<file path="src/rtl/core/gbcr_pkg.sv">
`default_nettype none

package gbcr_pkg;

  // fixed field widths
  localparam int unsigned CP_W        = 21;
  localparam int unsigned BLK_W       = 8;
  localparam int unsigned CHR_W       = 8;
  localparam int unsigned SLOT_OUT_W  = 4;
  localparam int unsigned BLOCK_COUNT = 256;

  // code point handling
  localparam logic [15:0] REPLACE_CP = 16'hFFFD;

  // default sizing
  localparam int unsigned DEF_STATIC_SLOTS = 8;
  localparam int unsigned DEF_TEMP_SLOTS   = 8;
  localparam int unsigned DEF_COUNT_WIDTH  = 16;

  // controller states
  typedef enum logic [1:0] {
    ST_IDLE,
    ST_LOOKUP,
    ST_SCAN,
    ST_EVICT
  } gbcr_state_e;

  // commands from controller to datapath
  typedef struct packed {
    logic load;
    logic lookup;
    logic hit_done;
    logic fill;
    logic scan_start;
    logic scan_run;
    logic pick;
    logic evict;
  } gbcr_cmd_t;

  // status from datapath to controller
  typedef struct packed {
    logic cached;
    logic full;
    logic scan_done;
  } gbcr_status_t;

endpackage

`default_nettype wire

</file>
<file path="src/rtl/core/gbcr_ctrl.sv">
`default_nettype none

module gbcr_ctrl (
  input  wire logic                  clk_i,
  input  wire logic                  rst_ni,
  input  wire logic                  start_i,
  input  wire gbcr_pkg::gbcr_status_t status_i,
  output gbcr_pkg::gbcr_cmd_t        cmd_o,
  output logic                       busy_o
);
  import gbcr_pkg::*;

  gbcr_state_e state_q, state_d;

  // state register
  always_ff @(posedge clk_i or negedge rst_ni) begin
    if (!rst_ni) begin
      state_q <= ST_IDLE;
    end else begin
      state_q <= state_d;
    end
  end

  // next state and commands
  always_comb begin
    state_d = state_q;
    cmd_o   = '0;
    busy_o  = (state_q != ST_IDLE);
    unique case (state_q)
      ST_IDLE: begin
        if (start_i) begin
          cmd_o.load = 1'b1;
          state_d    = ST_LOOKUP;
        end
      end
      ST_LOOKUP: begin
        cmd_o.lookup = 1'b1;
        priority if (status_i.cached) begin
          cmd_o.hit_done = 1'b1;
          state_d        = ST_IDLE;
        end else if (!status_i.full) begin
          cmd_o.fill = 1'b1;
          state_d    = ST_IDLE;
        end else begin
          cmd_o.scan_start = 1'b1;
          state_d          = ST_SCAN;
        end
      end
      ST_SCAN: begin
        if (status_i.scan_done) begin
          cmd_o.pick = 1'b1;
          state_d    = ST_EVICT;
        end else begin
          cmd_o.scan_run = 1'b1;
        end
      end
      ST_EVICT: begin
        cmd_o.evict = 1'b1;
        state_d     = ST_IDLE;
      end
      default: begin
        state_d = ST_IDLE;
      end
    endcase
  end

endmodule

`default_nettype wire

</file>
<file path="config.mk">
export PLATFORM = sky130hd
export DESIGN_NAME = gbcr_ctrl
export DESIGN_NICKNAME = d
export VERILOG_FILES = /design/src/rtl/core/gbcr_pkg.sv /design/src/rtl/core/gbcr_ctrl.sv
export SDC_FILE = /design/constraint.sdc
export NUM_CORES = 1
export LEC_CHECK = 0
export ABC_AREA = 1
export BUFFER_PORTS_ARGS = -buffer_cell sky130_fd_sc_hd__buf_2
export CAP_MARGIN = 5
export CORE_AREA = 2 2 39 41
export DETAILED_ROUTE_END_ITERATION = 6
export DIE_AREA = 0 0 41 43
export PLACE_DENSITY_LB_ADDON = 0.3
export SETUP_SLACK_MARGIN = 0.4
export SLEW_MARGIN = 0
export SYNTH_ARGS = -nofsm -noshare
export SYNTH_HDL_FRONTEND = slang
export SYNTH_SLANG_ARGS = --single-unit
</file>
<file path="constraint.sdc">
create_clock -name clk_i -period 1.5 [get_ports clk_i]
set_clock_uncertainty 0.2 [all_clocks]
set_input_delay 0.075 -clock clk_i [delete_from_list [all_inputs] [get_ports clk_i]]
set_output_delay 0.075 -clock clk_i [all_outputs]
set_load 0.005 [all_outputs]
</file>
==> results of run 1 <==
-- cells in the final DEF (no fill, tap or decap), drive strengths merged --
master / Yosys / layout
dfrtp: 2 / 2
buf: 0 / 15
clkbuf: 0 / 3
dlygate4sd3: 0 / 2
nand3: 2 / 2
inv: 9 / 9
nor2: 5 / 5
nand2: 7 / 7
-- worst max-delay path by stage --
stage / to / slack [ps] / cells after the start / start
floorplan: cmd_o[4] / 530 / 3 / register
global placement: cmd_o[4] / 440 / 4 / register
detailed placement: cmd_o[5] / 420 / 4 / register
CTS: cmd_o[5] / 200 / 4 / register
global route: cmd_o[3] / 150 / 4 / register
finish: cmd_o[5] / 190 / 4 / register
-- power by group through the flow --
stage	clock (mW)	sequential (mW)	combinational, mW
after floorplan	0	0.0975	0.109
after global placement	0	0.0997	0.192
after detailed placement	0	0.0996	0.193
after CTS	0.126	0.103	0.210
after global routing	0.128	0.108	0.233
final	0.117	0.105	0.206
-- cells by family (layout without fill, tap and decap cells) --
| kind of cell | after synthesis | in the layout |
|---|---|---|
| and+or+nand+nor | 14 | 14 |
| buffers and inverters | 9 | 29 |
| DFF | 2 | 2 |
-- worst max-delay path, delay by kind of cell (launching register included) --
kind,cells,cell delay [ps]
flops,1,440
simple gates,2,220
buf+inv,2,150
-- layer usage --
metal  routed length (µm)  share of wire  GRT usage
met3                   36          0.089     0.0314
met4                    0              0     0.0800
met1                  158           0.39     0.0386
met2                  211           0.52     0.0844
met5                    0              0          0
-- per-stage QoR --
step	worst slack, ps	hold slack, ps	utilization	area [µm²]	cells
finish	194	-89.7	0.213	295	61
global route	149	-79.3	0.213	295	61
CTS	204	-92.8	0.212	293	61
detailed placement	423	-334	0.171	236	55
global placement	443	-337	0.171	236	55
floorplan	526	-421	-	146	25
-- final cells by class --
cell class / instances / area, µm² / share of cell area
timing repair buffer: 17 / 97.6 / 0.331
multi-input combinational: 14 / 70.1 / 0.237
sequential: 2 / 51.3 / 0.174
inverter: 9 / 33.8 / 0.114
clock buffer: 3 / 22.5 / 0.0763
tap: 16 / 20.0 / 0.0678
-- timing repair --
action / 4_1_cts / 5_1_grt
pin swaps: 1 / 1
resized for setup: 3 / 1
setup endpoints to repair: 9 / 10
buffers inserted: 1 / 0
hold endpoints to repair: 3 / 1
==> metrics.cfg, run 1 <==
[power_and_ir_drop]
power_frac_seq=0.245
peakVddDrop_mv=0.259
power_frac_clock=0.273
p_int_mw=0.261
cellPowerDensity_nw_per_um2=1450
p_leak_nw=0.209
p_sw_mw=0.167
fin_total_pwr_mw=0.428
pwr-share-comb=0.483
switching_share=0.390

[yosys]
yosysTopAreaCellShare=0.342
synth_fp_nets=31
synth_edf_count=0
synth_mux_area_frac=0
synthAdderAreaFrac=0
seq_area_frac_synth=0.342
yosys_most_used_dff=dfrtp_1
avgSynthCellArea_um2=5.86
ys_warn_count=0
async_flop_share=1.00
synth_compound_area_frac=0
synth_common_cells=inv_1, nand2_1, nor2_1
synth_seq_cells=2
netlist_area_um2=146
synth_area_leaders=dfrtp_1, inv_1, nand2_1, nor2_1, nor2_4
synthCells=25
yosys.area_share.simple=0.427
synth_top_family_by_area=simple AND/OR/NAND/NOR gates
yosysTopAreaCell=dfrtp_1
synth_xor_area_frac=0
synth.distinct_cells=7

[final_layout]
fill_cells=171
area_delta_synth_final_pct=102
layout.nets=53
antenna_cells=0
drive_gt1_frac=0.556

[die]
start_util=0.106
pin_count=15
fp.dieW_um=41
dieHeight_um=43
core_um2=1380
dieArea_um2=1760
std_cell_rows=14

[setup_path]
r2r_slack_ps=410
reg2reg_depth=4
required_ps=1220
crit_arrival_ps=1030
slowest_delay_ps=440
worstPathMaxFanout=5
critPathCaptureType=output port
slowest_stage=dfrtp_2
worstSetupStartpointType=register
path_class=register to output port
cp_cell_sequence=nor2_4, inv_2, nor2_1, buf_2

[drt]
drc=0
wl_per_cell_um=6.66
via_per_inst=3.48
ant_nets=0
drt_wl_total_um=406
first_iter_violations=0
dr.pass1.iters=1
num_vias=212

[hold_path]
hold_path.class=input port to register
hp-start=start_i
min_to=state_q[0]
hold_depth=3

[job]
max_cap_violations=0

[clock_tree]
cts_sinks=2
cts-root-buf=clkbuf_4
cts-htree-levels=1
cts_tree=yes
clkTransAtPathRegs_ps=30
holdBufCountCts=2
cts_buffer_depth=2
cts_buffers=3
clk_latency_ps=220

[sta]
worstMarginPinSlew_ps=133
tns_ps=0
rsz0062_at_grt=yes
max_freq_ghz=0.766
finalMaxSlewViolations=0
period_share=0.871
hold_violations=1
whs_ps=-89.7
setup_viol=0
slew_headroom=0.911
finalCriticalPeriod_ps=1310

[placed_design]
io_buffers=14
routabilityCongestion=0.564
hpwl_um=341

[global_routing]
groute.usage.overall=0.0572
grt_pass1_wl_um=607
overflow=0
antenna_found_initial=0
grt_max_degree=6
grt_pass1_vias=197

[run_status]
violations=hold timing
outcome=finished with violations

Note: power is estimated with default switching activity, not from simulation.
==> run 2: changes to the inputs <==
--- a/config.mk
+++ b/config.mk
@@ -11,7 +11,9 @@
 export CORE_AREA = 2 2 39 41
 export DETAILED_ROUTE_END_ITERATION = 6
 export DIE_AREA = 0 0 41 43
+export GPL_TIMING_DRIVEN = 0
 export PLACE_DENSITY_LB_ADDON = 0.3
+export RECOVER_POWER = 100
 export SETUP_SLACK_MARGIN = 0.4
 export SLEW_MARGIN = 0
 export SYNTH_ARGS = -nofsm -noshare
==> run 2 against run 1 <==
  * The run still ends with hold timing left
  * Sequential power shrank 5%
  * Sequential share of layout area grew 0.73 points
  * Critical path depth is the same
  * Setup slack lost 9.1 ps
  * Clock-buffer cell count is the same
  * Register-to-register slack gained 70 ps
  * Flip-flop and latch count is the same
  * Wire length shrank 6.9%
  * Worst hold slack gained 10 ps
  * Total power shrank 5.2%
  * Non-clock buffer count shrank 1
  * Largest cell class unchanged
==> metrics.cfg, run 2 (same netlist as run 1, synthesis figures left out) <==
[sta]
tns_ps=0  ; unchanged
finalCriticalPeriod_ps=1320  ; +9.11 ps
slew_headroom=0.857  ; -0.0544
whs_ps=-79.6  ; +10.2 ps
finalMaxSlewViolations=0  ; unchanged
rsz0062_at_grt=yes
hold_violations=2  ; +1
setup_viol=0  ; unchanged
period_share=0.877  ; +0.00608
worstMarginPinSlew_ps=215  ; +81.6 ps
max_freq_ghz=0.760  ; -0.69%

[setup_path]
critPathCaptureType=output port
required_ps=1220  ; about the same
crit_arrival_ps=1040  ; about the same
worstSetupStartpointType=register
worstPathMaxFanout=5  ; unchanged
path_class=register to output port

[clock_tree]
holdBufCountCts=2  ; unchanged
cts_buffer_depth=2  ; unchanged
cts_setup_buffers=0  ; -1
cts_sinks=2  ; unchanged
cts_buffers=3  ; unchanged
clk_latency_ps=220  ; about the same
cts-htree-levels=1  ; unchanged
cts_tree=yes
cts-root-buf=clkbuf_4
clkTransAtPathRegs_ps=30  ; about the same

[global_routing]
grt_max_degree=6  ; unchanged
grt_pass1_vias=170  ; -14%
grt_pass1_wl_um=517  ; -15%
overflow=0  ; unchanged
antenna_found_initial=0  ; unchanged
groute.usage.overall=0.0512  ; -0.00602

[power_and_ir_drop]
fin_total_pwr_mw=0.405  ; -5.2%
cellPowerDensity_nw_per_um2=1470  ; +1.2%
peakVddDrop_mv=0.228  ; -12%
p_leak_nw=0.193  ; -7.4%

[die]
pin_count=15  ; unchanged
dieArea_um2=1760  ; unchanged
dieHeight_um=43  ; unchanged
fp.dieW_um=41  ; unchanged
start_util=0.106  ; unchanged
std_cell_rows=14  ; unchanged
core_um2=1380  ; unchanged

[run_status]
outcome=finished with violations
violations=hold timing

[placed_design]
io_buffers=14  ; unchanged
hpwl_um=319  ; -6.5%
routabilityCongestion=0.566  ; +0.43%
placed_cell_area_um2=236  ; unchanged

[drt]
num_vias=200  ; -5.7%
ant_nets=0  ; unchanged
drt_wl_total_um=378  ; -6.9%
dr.pass1.iters=1  ; unchanged
drc=0  ; unchanged
wl_per_cell_um=6.30  ; -5.3%
first_iter_violations=0  ; unchanged
via_per_inst=3.33  ; -4.1%

[final_layout]
layout.nets=52  ; -1.9%
area_delta_synth_final_pct=88.9
mostFrequentLayoutCell=buf_2
final_area_um2=277  ; -6.4%
layout_common_cells=buf_2, inv_1, nand2_1
antenna_cells=0  ; unchanged
drive_gt1_frac=0.409  ; -0.146

[job]
max_cap_violations=0  ; unchanged

[hold_path]
hold_path.class=input port to register

## run 2: power breakdown
part	internal (mW)	switching (mW)	leakage, nW
clock network	0.0883	0.0307	0.0138
registers	0.0756	0.0237	0.0258
logic	0.0853	0.102	0.154
total	0.249	0.156	0.193
## run 2: area by class of cell
| class | instances | area, µm² |
|---|---|---|
| Sequential cell | 2 | 50.0 |
| Clock buffer | 3 | 22.5 |
| Timing Repair Buffer | 16 | 87.6 |
| Tap cell | 16 | 20.0 |
| Multi-Input combinational cell | 14 | 62.6 |
| Inverter | 9 | 33.8 |
| Fill cell | 162 | 1110 |
## run 2: per-stage QoR
step,utilization,setup WS [ps],instances,hold WS (ps)
finish,0.200,185,60,-79.6
global route,0.200,79.0,60,-49.6
CTS,0.203,200,60,-82.9
detailed placement,0.171,411,55,-334
global placement,0.171,411,55,-336
floorplan,-,526,25,-421
## run 2: per-layer routing
layer / global-route usage / up-vias / routed length (µm)
met4: 0.0800 / 0 / 0
li1: - / 106 / -
met2: 0.0625 / 6 / 196
met3: 0.0314 / 0 / 39
met5: 0 / - / 0
met1: 0.0418 / 88 / 142
## run 2: timing repair
action / 4_1_cts / 5_1_grt
resized for setup: 1 / 1
hold endpoints to repair: 4 / 2
pin swaps: 1 / 1
setup endpoints to repair: 9 / 9
## run 2: final timing paths
kind	start	cells after the start	end	slack, ps
max in group asynchronous	rst_ni	3	state_q[0]	470
min in group asynchronous	rst_ni	3	asynchronous set/reset pin	500
worst max register to register	state_q[0]	4	register	480
worst max-delay path	state_q[0]	4	cmd_o[2]	180
worst min-delay path	start_i	3	state_q[0]	-80
worst min register to register	state_q[0]	3	register	420
## run 2: critical path, cell delays in order (launching register included)
cell	delay [ps]
dfrtp_1	360
inv_1	160
nand2_1	90
nor2_1	100
clkbuf_1	110
